[src/rtl/box_header_scanner_unit_assert.svh]
// Assertion macros for the box header scanner.
// BHS_ASSERT checks a property while out of reset; BHS_ASSERT_RST also
// checks during reset.
`ifndef BOX_HEADER_SCANNER_UNIT_ASSERT_SVH
`define BOX_HEADER_SCANNER_UNIT_ASSERT_SVH
`ifndef NO_ASSERTIONS
`define BHS_ASSERT(lbl, prop) \
  lbl: assert property (@(posedge clk) disable iff (!rst_n) prop) \
    else $error("box header scanner assertion failed");
`define BHS_ASSERT_RST(lbl, prop) \
  lbl: assert property (@(posedge clk) prop) \
    else $error("box header scanner reset assertion failed");
`else
`define BHS_ASSERT(lbl, prop)
`define BHS_ASSERT_RST(lbl, prop)
`endif
`endif

[src/rtl/bhs_pkg.sv]
`default_nettype none
package bhs_pkg;

  localparam logic [4:0] HDR_SHORT = 5'd8;
  localparam logic [4:0] HDR_LONG  = 5'd16;

  localparam logic [1:0] CFG_RANGE_START  = 2'd0;
  localparam logic [1:0] CFG_RANGE_END    = 2'd1;
  localparam logic [1:0] CFG_TARGET_TYPE  = 2'd2;
  localparam logic [1:0] CFG_ALLOW_BEYOND = 2'd3;

  typedef enum logic [1:0] {
    OUTC_NONE     = 2'd0,
    OUTC_IN_RANGE = 2'd1,
    OUTC_BEYOND   = 2'd2
  } outcome_t;

  typedef struct packed {
    logic [31:0] range_start;
    logic [31:0] range_end;
    logic [31:0] target_type;
    logic        allow_beyond;
  } cfg_t;

  typedef struct packed {
    logic [31:0] byte_pos;
    logic [31:0] box_start;
    logic [4:0]  hdr_cnt;
    logic [31:0] size_word;
    logic [31:0] type_word;
    logic [63:0] large_size;
    logic [63:0] skip_rem;
    logic        scan_done;
  } scan_state_t;

  typedef struct packed {
    outcome_t    outcome;
    logic [31:0] header_offset;
    logic [31:0] payload_offset;
    logic [63:0] payload_size;
    logic [63:0] total_size;
  } result_t;

endpackage
`default_nettype wire

[src/rtl/bhs_step.sv]
`default_nettype none
// Per-byte scan step: next scan state and the optional result for one byte.
module bhs_step import bhs_pkg::*; (
  input  var scan_state_t cur,
  input  var cfg_t        cfg,
  input  wire [7:0]       data_byte,
  input  wire             last_byte,
  output scan_state_t     nxt,
  output logic            emit,
  output result_t         res
);

  logic        first;
  logic [31:0] bs;
  logic [4:0]  hc0;
  logic [4:0]  hc1;
  logic [63:0] skip0;
  logic [63:0] skip_dec;
  logic        done0;
  logic        fit8;
  logic        fit16;
  logic        fit24;
  logic [31:0] sw_sh;
  logic [31:0] tw_sh;
  logic [63:0] ls_sh;
  logic        j_long;
  logic [63:0] j_total;
  logic [63:0] j_hl;
  logic [31:0] room;
  logic        j_short;
  logic        j_over;
  logic        j_match;
  logic [63:0] j_skip;
  logic        j_tail_fit;
  logic        do_judge;
  logic        found;
  outcome_t    found_code;

  assign first = (cur.byte_pos == '0);
  assign bs    = first ? cfg.range_start : cur.box_start;
  assign hc0   = first ? '0 : cur.hdr_cnt;
  assign skip0 = first ? '0 : cur.skip_rem;
  assign done0 = first ? 1'b0 : cur.scan_done;
  assign hc1   = hc0 + 5'd1;
  assign skip_dec = skip0 - 64'd1;

  assign fit8  = ({1'b0, bs} + 33'd8)  <= {1'b0, cfg.range_end};
  assign fit16 = ({1'b0, bs} + 33'd16) <= {1'b0, cfg.range_end};
  assign fit24 = ({1'b0, bs} + 33'd24) <= {1'b0, cfg.range_end};

  assign sw_sh = {cur.size_word[23:0], data_byte};
  assign tw_sh = {cur.type_word[23:0], data_byte};
  assign ls_sh = {cur.large_size[55:0], data_byte};

  // Judge a complete header. On the short path the type word is the one just
  // finished; on the long path it was finished eight bytes earlier.
  assign j_long  = (hc1 == HDR_LONG);
  assign j_total = j_long ? ls_sh : {32'd0, cur.size_word};
  assign j_hl    = j_long ? {59'd0, HDR_LONG} : {59'd0, HDR_SHORT};
  assign room    = cfg.range_end - bs;   // header fits, so no wrap
  assign j_short = j_total < j_hl;
  assign j_over  = j_total > {32'd0, room};
  assign j_match = (j_long ? cur.type_word : tw_sh) == cfg.target_type;
  assign j_skip  = j_total - j_hl;
  // Empty payload: the next header starts right after this one.
  assign j_tail_fit = j_long ? fit24 : fit16;

  always_comb begin
    nxt = cur;
    nxt.box_start = bs;
    nxt.hdr_cnt   = hc0;
    nxt.skip_rem  = skip0;
    nxt.scan_done = done0;
    nxt.byte_pos  = (cur.byte_pos == '1) ? cur.byte_pos : cur.byte_pos + 32'd1;
    emit       = 1'b0;
    found      = 1'b0;
    found_code = OUTC_IN_RANGE;
    do_judge   = 1'b0;

    if (!done0) begin
      if (skip0 != '0) begin
        nxt.skip_rem = skip_dec;
        if (skip_dec == '0 && !fit8) begin
          emit = 1'b1;
        end
      end else if (hc0 == '0 && !fit8) begin
        emit = 1'b1;
      end else begin
        if (hc0 < 5'd4) begin
          nxt.size_word = sw_sh;
        end else if (hc0 < HDR_SHORT) begin
          nxt.type_word = tw_sh;
        end else begin
          nxt.large_size = ls_sh;
        end
        nxt.hdr_cnt = hc1;
        if (hc1 == HDR_SHORT) begin
          if (cur.size_word == 32'd1) begin
            if (!fit16) begin
              emit = 1'b1;
            end
          end else if (cur.size_word == 32'd0) begin
            emit = 1'b1;
          end else begin
            do_judge = 1'b1;
          end
        end else if (j_long) begin
          do_judge = 1'b1;
        end
      end

      if (do_judge) begin
        if (j_short) begin
          emit = 1'b1;
        end else if (j_over) begin
          emit = 1'b1;
          if (j_match && cfg.allow_beyond) begin
            found      = 1'b1;
            found_code = OUTC_BEYOND;
          end
        end else if (j_match) begin
          emit  = 1'b1;
          found = 1'b1;
        end else begin
          nxt.skip_rem  = j_skip;
          nxt.box_start = bs + j_total[31:0];
          nxt.hdr_cnt   = '0;
          if (j_skip == '0 && !j_tail_fit) begin
            emit = 1'b1;
          end
        end
      end
    end

    if (emit) begin
      nxt.scan_done = 1'b1;
    end

    if (last_byte) begin
      if (!nxt.scan_done) begin
        emit = 1'b1;
      end
      nxt.byte_pos  = '0;
      nxt.box_start = '0;
      nxt.hdr_cnt   = '0;
      nxt.skip_rem  = '0;
      nxt.scan_done = 1'b0;
    end

    if (found) begin
      res.outcome        = found_code;
      res.header_offset  = bs;
      res.payload_offset = bs + j_hl[31:0];
      res.payload_size   = j_skip;
      res.total_size     = j_total;
    end else begin
      res.outcome        = OUTC_NONE;
      res.header_offset  = '0;
      res.payload_offset = '0;
      res.payload_size   = '0;
      res.total_size     = '0;
    end
  end

endmodule
`default_nettype wire

[src/rtl/box_header_scanner_unit.sv]
`default_nettype none
// Box header scanner: takes one buffer byte per clock (in_valid/in_stall) and
// walks sibling ISO base media box headers from range_start, skipping payloads
// until a box of target_type turns up. Each byte is settled in the same cycle
// it is accepted, so a byte request is taken every clock while the result side
// keeps up; the scan state registers are the only loop. At most one result
// request per scan leaves on out_*: it is written on the byte that decides the
// scan (header done, size bad, header or box past range_end), or on the byte
// marked last if nothing decided earlier. A two-deep result buffer (output
// register plus skid register) lets input bytes keep flowing while a result
// waits; in_stall rises only when both hold a result. Outcome 0 means not
// found and then every other result field is zero. Program the cfg registers
// only while the block is idle; the scan restarts after every last byte.
module box_header_scanner_unit import bhs_pkg::*; (
  input  wire         clk,
  input  wire         rst_n,
  // configuration write port
  input  wire         cfg_we,
  input  wire  [1:0]  cfg_index,
  input  wire  [31:0] cfg_wdata,
  // byte requests
  input  wire         in_valid,
  output logic        in_stall,
  input  wire  [7:0]  in_data_byte,
  input  wire         in_last_byte,
  // result requests
  output logic        out_valid,
  input  wire         out_stall,
  output logic [1:0]  out_outcome,
  output logic [31:0] out_header_offset,
  output logic [31:0] out_payload_offset,
  output logic [63:0] out_payload_size,
  output logic [63:0] out_total_size
);

  cfg_t        cfg_r;
  scan_state_t state_r;
  scan_state_t state_nxt;
  logic        step_emit;
  result_t     step_res;
  logic        in_acc;
  logic        out_take;
  logic        out_vld_r;
  logic        skid_vld_r;
  result_t     out_r;
  result_t     skid_r;

  // Configuration registers
  always_ff @(posedge clk) begin
    if (!rst_n) begin
      cfg_r <= '0;
    end else if (cfg_we) begin
      case (cfg_index)
        CFG_RANGE_START:  cfg_r.range_start  <= cfg_wdata;
        CFG_RANGE_END:    cfg_r.range_end    <= cfg_wdata;
        CFG_TARGET_TYPE:  cfg_r.target_type  <= cfg_wdata;
        CFG_ALLOW_BEYOND: cfg_r.allow_beyond <= cfg_wdata[0];
        default: begin
        end
      endcase
    end
  end

  bhs_step u_step (
    .cur       (state_r),
    .cfg       (cfg_r),
    .data_byte (in_data_byte),
    .last_byte (in_last_byte),
    .nxt       (state_nxt),
    .emit      (step_emit),
    .res       (step_res)
  );

  assign in_stall = skid_vld_r;
  assign in_acc   = in_valid && !in_stall;
  assign out_take = out_vld_r && !out_stall;

  // Scan state advances once per accepted byte
  always_ff @(posedge clk) begin
    if (!rst_n) begin
      state_r <= '0;
    end else if (in_acc) begin
      state_r <= state_nxt;
    end
  end

  // Result buffer: output register, then skid when the output is held
  always_ff @(posedge clk) begin
    if (!rst_n) begin
      out_vld_r  <= 1'b0;
      skid_vld_r <= 1'b0;
    end else begin
      if (in_acc && step_emit) begin
        if (!out_vld_r || out_take) begin
          out_vld_r <= 1'b1;
        end else begin
          skid_vld_r <= 1'b1;
        end
      end else if (out_take) begin
        out_vld_r  <= skid_vld_r;
        skid_vld_r <= 1'b0;
      end
    end
  end

  always_ff @(posedge clk) begin
    if (in_acc && step_emit) begin
      if (!out_vld_r || out_take) begin
        out_r <= step_res;
      end else begin
        skid_r <= step_res;
      end
    end else if (out_take && skid_vld_r) begin
      out_r <= skid_r;
    end
  end

  assign out_valid          = out_vld_r;
  assign out_outcome        = out_r.outcome;
  assign out_header_offset  = out_r.header_offset;
  assign out_payload_offset = out_r.payload_offset;
  assign out_payload_size   = out_r.payload_size;
  assign out_total_size     = out_r.total_size;

`include "box_header_scanner_unit_assert.svh"

  // skid only fills behind a held output
  `BHS_ASSERT(a_skid_behind_out, skid_vld_r |-> out_vld_r)
  // a found box has an 8- or 16-byte header
  `BHS_ASSERT(a_found_hdr_len, (out_vld_r && out_r.outcome != OUTC_NONE) |-> ((out_r.payload_offset - out_r.header_offset) == 32'd8 || (out_r.payload_offset - out_r.header_offset) == 32'd16))
  // not found carries a zero total size and a zero header offset
  `BHS_ASSERT(a_none_zero, (out_vld_r && out_r.outcome == OUTC_NONE) |-> (out_r.total_size == '0 && out_r.header_offset == '0))
  // the last byte always restarts the scan
  `BHS_ASSERT(a_last_restarts, (in_acc && in_last_byte) |=> (state_r.byte_pos == '0 && !state_r.scan_done))
  // reset leaves no result pending
  `BHS_ASSERT_RST(a_reset_empty, !rst_n |=> (!out_vld_r && !skid_vld_r))

endmodule
`default_nettype wire

[config.mk]
export PLATFORM = sky130hd
export DESIGN_NAME = box_header_scanner_unit
export DESIGN_NICKNAME = d
export VERILOG_FILES = /design/src/rtl/bhs_pkg.sv /design/src/rtl/bhs_step.sv /design/src/rtl/box_header_scanner_unit.sv
export VERILOG_INCLUDE_DIRS = /design/src /design/src/rtl
export SDC_FILE = /design/constraint.sdc
export NUM_CORES = 2
export LEC_CHECK = 0
export BUFFER_PORTS_ARGS = -buffer_cell sky130_fd_sc_hd__buf_2
export CORE_MARGIN = 2
export CORE_UTILIZATION = 25
export CTS_BUF_LIST = sky130_fd_sc_hd__clkbuf_8
export DETAILED_ROUTE_END_ITERATION = 16
export PLACE_DENSITY = 0.48
export REMOVE_ABC_BUFFERS = 1
export SYNTH_ARGS = -nofsm -noshare
export SYNTH_HDL_FRONTEND = slang
export SYNTH_HIERARCHICAL = 1
export SYNTH_SLANG_ARGS = --single-unit
[constraint.sdc]
create_clock -name clk -period 73 [get_ports clk]
set_clock_uncertainty 0.1 [all_clocks]
set_input_delay 14.6 -clock clk [delete_from_list [all_inputs] [get_ports clk]]
set_output_delay 14.6 -clock clk [all_outputs]
set_load 0.02 [all_outputs]
=== Word-level counts from Yosys, hierarchy flattened ===
Index checks and enable logic that the tools add are counted.

* Register bits after elaboration: 749
* Bits of input ports: 48
* Output and inout port bits: 196
* Word-level logic and storage cells: 164

* $add $sub $neg: 10
* $lt $le $gt $ge: 7
* Equality and inequality tests: 11
* Muxes and demuxes: 71
* Bitwise logic cells: 6
* Reduce and logical (&&, ||, !) cells: 35

{| class="wikitable"
|+ Operators with widths
! operator !! count
|-
| 194-bit 2-to-1 mux || 4
|-
| 64-bit 2-to-1 mux || 8
|-
| 133-bit 2-to-1 mux || 2
|-
| 229-bit 2-to-1 mux || 1
|-
| 32-bit 2-to-1 mux || 5
|-
| 37-bit 2-to-1 mux || 4
|-
| 64-bit zero test || 2
|-
| 33-bit by 32-bit less-or-equal comparator with 1-bit output || 3
|-
| 96-bit 2-to-1 mux || 1
|-
| 69-bit 2-to-1 mux || 1
|-
| 32-bit by 5-bit adder with 33-bit output, second input constant || 2
|-
| 65-bit 2-to-1 mux || 1
|-
| 32-bit adder || 2
|-
| 64-bit by 32-bit > comparator with 1-bit output || 1
|-
| 32-bit zero test || 2
|-
| 64-bit < comparator || 1
|-
| 64-bit nonzero test || 1
|-
| 64-bit by 1-bit subtractor with 64-bit output, second input constant || 1
|-
| 64-bit subtractor || 1
|-
| 1-bit 2-to-1 mux || 37
|-
| 32-bit by 4-bit adder with 33-bit output, second input constant || 1
|-
| 32-bit by 1-bit adder with 32-bit output, second input constant || 1
|-
| 32-bit by 1-bit == test with 1-bit output, second input constant || 1
|-
| 32-bit == test || 1
|-
| 23 further kinds || 56
|}

=== Depth between registers and ports, before layout ===
* Depth after elaboration: 21
* Gate-level depth with buffers: 45

=== Hierarchy ===
The synthesis kept the hierarchy.

{| class="wikitable"
|+ Modules (own cells, without submodules)
! module !! instances !! cells an instance !! area an instance (um2) !! sequential area each (um2)
|-
| box_header_scanner_unit || 1 || 2,114 || 27,388.8 || 18,878.1
|-
| bhs_step || 1 || 3,234 || 20,612.3 || 0.0
|}

=== Least setup slack after synthesis ===
OpenSTA, ideal clock, no wires.

* Kind: input to register
* Start point: input in_data_byte[3]
* End point: register out_r, in the netlist out_header_offset[0], enable pin
* Data arrival time: 32.483 ns
* Required time: 71.855 ns
* Path slack: 39.372 ns
* Stages on the path: 18
* Path through: mux2i_1 ha_1 inv_1 ha_1 a31oi_1 o221ai_1 xnor2_1 nand3_1 or4b_1 or4_1 or4b_1 nor4_1 nor2_1 a211oi_2 nand2_2 buf_6 buf_6 a21boi_0

* Longest elaborated chain between the ends: 16
* Elaborated cells between the ends (all ways): 21
* Classes of those cells: add/sub: 1; order compare: 2; eq/ne: 2; mux: 11; reduce/logical: 5

{| class="wikitable"
|+ Ends and longest elaborated chain
! what !! line !! source
|-
| start, declared || box_header_scanner_unit.sv:24 || <nowiki>input wire [7:0] in_data_byte,</nowiki>
|-
| 64-bit 2-to-1 mux || bhs_step.sv:58 || <nowiki>assign j_total = j_long ? ls_sh : {32'd0, cur.size_word};</nowiki>
|-
| 64-bit subtractor || bhs_step.sv:64 || <nowiki>assign j_skip = j_total - j_hl;</nowiki>
|-
| 64-bit zero test || bhs_step.sv:128 || <nowiki>if (j_skip == '0 && !j_tail_fit) begin</nowiki>
|-
| 1-bit logical AND || bhs_step.sv:128 ||
|-
| 1-bit 2-to-1 mux || bhs_step.sv:128 ||
|-
| 1-bit 2-to-1 mux || bhs_step.sv:121 || <nowiki>end else if (j_match) begin</nowiki>
|-
| 1-bit 2-to-1 mux || bhs_step.sv:115 || <nowiki>end else if (j_over) begin</nowiki>
|-
| 1-bit 2-to-1 mux * || bhs_step.sv:113 || <nowiki>if (j_short) begin</nowiki>
|-
| 1-bit 2-to-1 mux * || bhs_step.sv:112 || <nowiki>if (do_judge) begin</nowiki>
|-
| 1-bit 2-to-1 mux * || bhs_step.sv:80 || <nowiki>if (!done0) begin</nowiki>
|-
| 1-bit 2-to-1 mux || bhs_step.sv:135 || <nowiki>if (emit) begin</nowiki>
|-
| 1-bit 2-to-1 mux || bhs_step.sv:140 || <nowiki>if (!nxt.scan_done) begin</nowiki>
|-
| 1-bit 2-to-1 mux * || bhs_step.sv:139 || <nowiki>if (last_byte) begin</nowiki>
|-
| net step_emit || box_header_scanner_unit.sv:39 || <nowiki>logic step_emit;</nowiki>
|-
| 1-bit logical AND * || box_header_scanner_unit.sv:107 || <nowiki>if (in_acc && step_emit) begin</nowiki>
|-
| 2-bit by 1-bit inequality test with 1-bit output (no line) or 2-bit nonzero test (tied branches) || -- ||
|-
| 2-bit AND reduction (no line) * || -- ||
|-
| end signal, assigned || box_header_scanner_unit.sv:109 || <nowiki>out_r <= step_res;</nowiki>
|-
| end signal, assigned || box_header_scanner_unit.sv:114 || <nowiki>out_r <= skid_r;</nowiki>
|-
| end, declared || box_header_scanner_unit.sv:45 || <nowiki>result_t out_r;</nowiki>
|}

Mark *: on every way through the listed nets, which the timed path passes. The rest lies on a longest branch.
A chain may end at the register's enable or synchronous reset.

=== Final worst setup path ===
* Start point: input in_data_byte[3]
* End point: register skid_r[176] in the netlist's numbering, enable pin

* Longest elaborated chain between the ends: 15
* Elaborated cells between the ends (all ways): 19
* Classes of those cells: add/sub: 1; order compare: 2; eq/ne: 1; mux: 11; reduce/logical: 4

{| class="wikitable"
|+ Ends and longest elaborated chain
! what !! line !! source
|-
| 64-bit 2-to-1 mux || bhs_step.sv:58 ||
|-
| 64-bit subtractor || bhs_step.sv:64 ||
|-
| 64-bit zero test || bhs_step.sv:128 ||
|-
| 1-bit logical AND || bhs_step.sv:128 ||
|-
| 1-bit 2-to-1 mux || bhs_step.sv:128 ||
|-
| 1-bit 2-to-1 mux || bhs_step.sv:121 ||
|-
| 1-bit 2-to-1 mux || bhs_step.sv:115 ||
|-
| 1-bit 2-to-1 mux * || bhs_step.sv:113 ||
|-
| 1-bit 2-to-1 mux * || bhs_step.sv:112 ||
|-
| 1-bit 2-to-1 mux * || bhs_step.sv:80 ||
|-
| 1-bit 2-to-1 mux || bhs_step.sv:135 ||
|-
| 1-bit 2-to-1 mux || bhs_step.sv:140 ||
|-
| 1-bit 2-to-1 mux * || bhs_step.sv:139 ||
|-
| net step_emit || box_header_scanner_unit.sv:39 ||
|-
| 1-bit logical AND * || box_header_scanner_unit.sv:107 ||
|-
| 2-bit AND reduction (no line) * || -- ||
|-
| end signal, assigned || box_header_scanner_unit.sv:111 || <nowiki>skid_r <= step_res;</nowiki>
|-
| end, declared || box_header_scanner_unit.sv:46 || <nowiki>result_t skid_r;</nowiki>
|}

Marked as above.

==> flow_summary.yaml <==
placed_design:
  placed_cells: 7825
  dp_slack_ps: 49600
  place.detailed.hpwl_um: 136000
  io_buffer_count: 243
  routabilityCongestion: 0.913
  dpl-instance-area_um2: 51300
detailed_routing:
  drc: 0
  vias_per_cell: 5.08
  wire_per_inst_um: 22.9
  drt-initial-drc-count: 3288
  num_vias: 41100
  postRouteWirelength_um: 185000
  drtPass1Iterations: 6
  final_antenna_net_count: 0
setup_path:
  r2r_start: "state_r[230]$_SDFFE_PN0P_"
  crit_path_end: "skid_r[176]$_DFFE_PP_"
  cp_max_fo: 61
  critical_path_class: "in -> reg"
  rr_worst_depth: 32
  rr_endpoint: "skid_r[176]$_DFFE_PP_"
  critical_path_required_ps: 73390
  cp.arrival_ps: 22960
  reg2reg_setup_slack_ps: 59890
  cp-startpoint: "in_data_byte[3]"
  cp-end-kind: "flip-flop"
  cp-start-kind: "primary input"
clock_network:
  cts_max_path_buffers: 3
  cts_sinks: 741
  insertion_delay_ps: 890
  cts_root_buf: "clkbuf_8"
  cts_tree: "yes"
  ctsResizeCount: 0
  cts_buffers: 139
  path_clk_slew_ps: 60
  htreeDepth: 4
  postCtsHoldBufs: 0
  cts_setup_buffers: 0
power_and_ir_drop:
  seqPwrFrac_pct: 35.4
  ir_drop_mv: 0.0155
  power_density_nw_per_um2: 29.0
  swShare_pct: 38.6
  netSwitchingPower_w: 0.000606
  p_leak_nw: 20.1
  p_clk_share_pct: 26.6
  p_total_w: 0.00157
  combPwrFrac_pct: 38.0
  internal-power_w: 0.000965
floorplanning:
  die_h_um: 440
  core_area_um2: 190000
  initial_core_util_pct: 25.1
  die_area_um2: 194000
  rows: 160
  ios: 244
  die_w_um: 440
timing:
  slew_violations: 0
  setup_ws_ps: 50430
  hold_viol: 0
  fmax_mhz: 44.3
  setup_viol: 0
  period_needed_ps: 22570
  slew-limit-headroom_pct: 9.59
  fin_setup_tns_ps: 0
  rsz0062_at_grt: "no"
  post-route-period-util_pct: 30.9
  worst_pin_slew_ps: 1360
run_status:
  status: "completed"
hold_path:
  hold_class: "reg -> reg"
synth:
  avgSynthCellArea_um2: 8.97
  netlist_instances: 5308
  ys_warn_count: 6
  syn_area_um2: 47600
global_route:
  grt_pass1_vias: 39100
  grt_pass1_wl_um: 269000
  grt_max_degree: 195
  grt_overflow: 0
  antenna_found_initial: 4
  grt_usage_pct: 18.5
layout:
  fillers: 20400
  syn2layout_area_growth_pct: 13.6
  nets: 5693
  final_layout_size_suffix_gt1_share_pct: 15.8
  fin_area_um2: 54100
  fin_cells: 8084
run:
  cap_violations: 0
## stage by stage
| step | utilization [%] | hold WS (ps) |
|---|---|---|
| floorplan | - | 334 |
| global placement | 27.0 | 341 |
| detailed placement | 27.0 | 345 |
| CTS | 28.5 | 353 |
| global route | 28.5 | 369 |
| finish | 28.5 | 355 |
## power by group through the flow
stage | Sequential, W | Combinational, W | Clock [W]
after floorplan | 0.000620 | 0.000377 | 0
after global placement | 0.000572 | 0.000589 | 0
after detailed placement | 0.000571 | 0.000595 | 0
after CTS | 0.000563 | 0.000597 | 0.000433
after global routing | 0.000564 | 0.000644 | 0.000451
final | 0.000557 | 0.000597 | 0.000418
## how the worst min path moves through the flow
stage                     cells past startpoint                      start  slack (ps)                         to
after CTS                                     2  state_r[202]$_SDFFE_PN0P_         350  state_r[202]$_SDFFE_PN0P_
final                                         2  state_r[202]$_SDFFE_PN0P_         360  state_r[202]$_SDFFE_PN0P_
after global placement                        2  state_r[202]$_SDFFE_PN0P_         340  state_r[202]$_SDFFE_PN0P_
after detailed placement                      2  state_r[202]$_SDFFE_PN0P_         350  state_r[202]$_SDFFE_PN0P_
after global routing                          2  state_r[200]$_SDFFE_PN0P_         370  state_r[200]$_SDFFE_PN0P_
after floorplan                               2  state_r[198]$_SDFFE_PN0P_         330  state_r[198]$_SDFFE_PN0P_
## flip-flops by register name, indices dropped and copies added, names as in the netlist
register,count
out_header_offset,32
out_payload_offset,32
in_stall,1
out_total_size,64
out_payload_size,64
out_outcome,2
cfg_r,97
skid_r,194
state_r,254
out_valid,1
## layer usage
| layer | global-route usage, % | wire length [um] | vias to the layer above |
|---|---|---|---|
| met3 | 3.02 | 10100 | 269 |
| li1 | - | - | 19400 |
| met4 | 5.32 | 5070 | 2 |
| met5 | 0 | 13 | - |
| met1 | 24.5 | 82000 | 20100 |
| met2 | 30.8 | 87700 | 1302 |
## layout by cell type, fill, tap and decap left out, types with 61 or more instances in the layout
cell type	instances
nand2_1	800
nor2_1	447
edfxtp_1	388
dfxtp_1	353
o21ai_0	257
buf_2	241
inv_1	222
xnor2_1	221
nand3_1	200
a21oi_1	197
ha_1	187
a21boi_0	163
mux2_2	161
nor3_1	161
clkbuf_8	157
mux2_4	120
a21boi_1	96
mux2i_1	88
buf_4	86
xor2_1	72
nand4_1	64
nor4_1	61
a21o_1	61
## worst max-delay path: stages
cell and delay [ps]:
buf_2 180, mux2i_1 300, ha_1 240, inv_1 100
ha_1 210, a31oi_1 580, o221ai_1 470, xnor2_1 380
nand3_1 130, or4b_1 580, or4_1 630, or4b_1 560
nor4_1 430, nor2_1 130, a211oi_2 440, nand2_8 440
nor2_4 860, buf_4 680, buf_4 750
## cell type report
class	count	area (um2)	area share [%]
diodes	5	12.5	0.0231
clock buffers	157	2160	3.99
clock inverters	97	648	1.20
inverters	195	733	1.35
multi-input cells	4048	26800	49.5
flip-flops and latches	741	18700	34.6
well taps	2511	3140	5.80
repair buffers	330	1910	3.52
(Power assumes the default switching activity.)
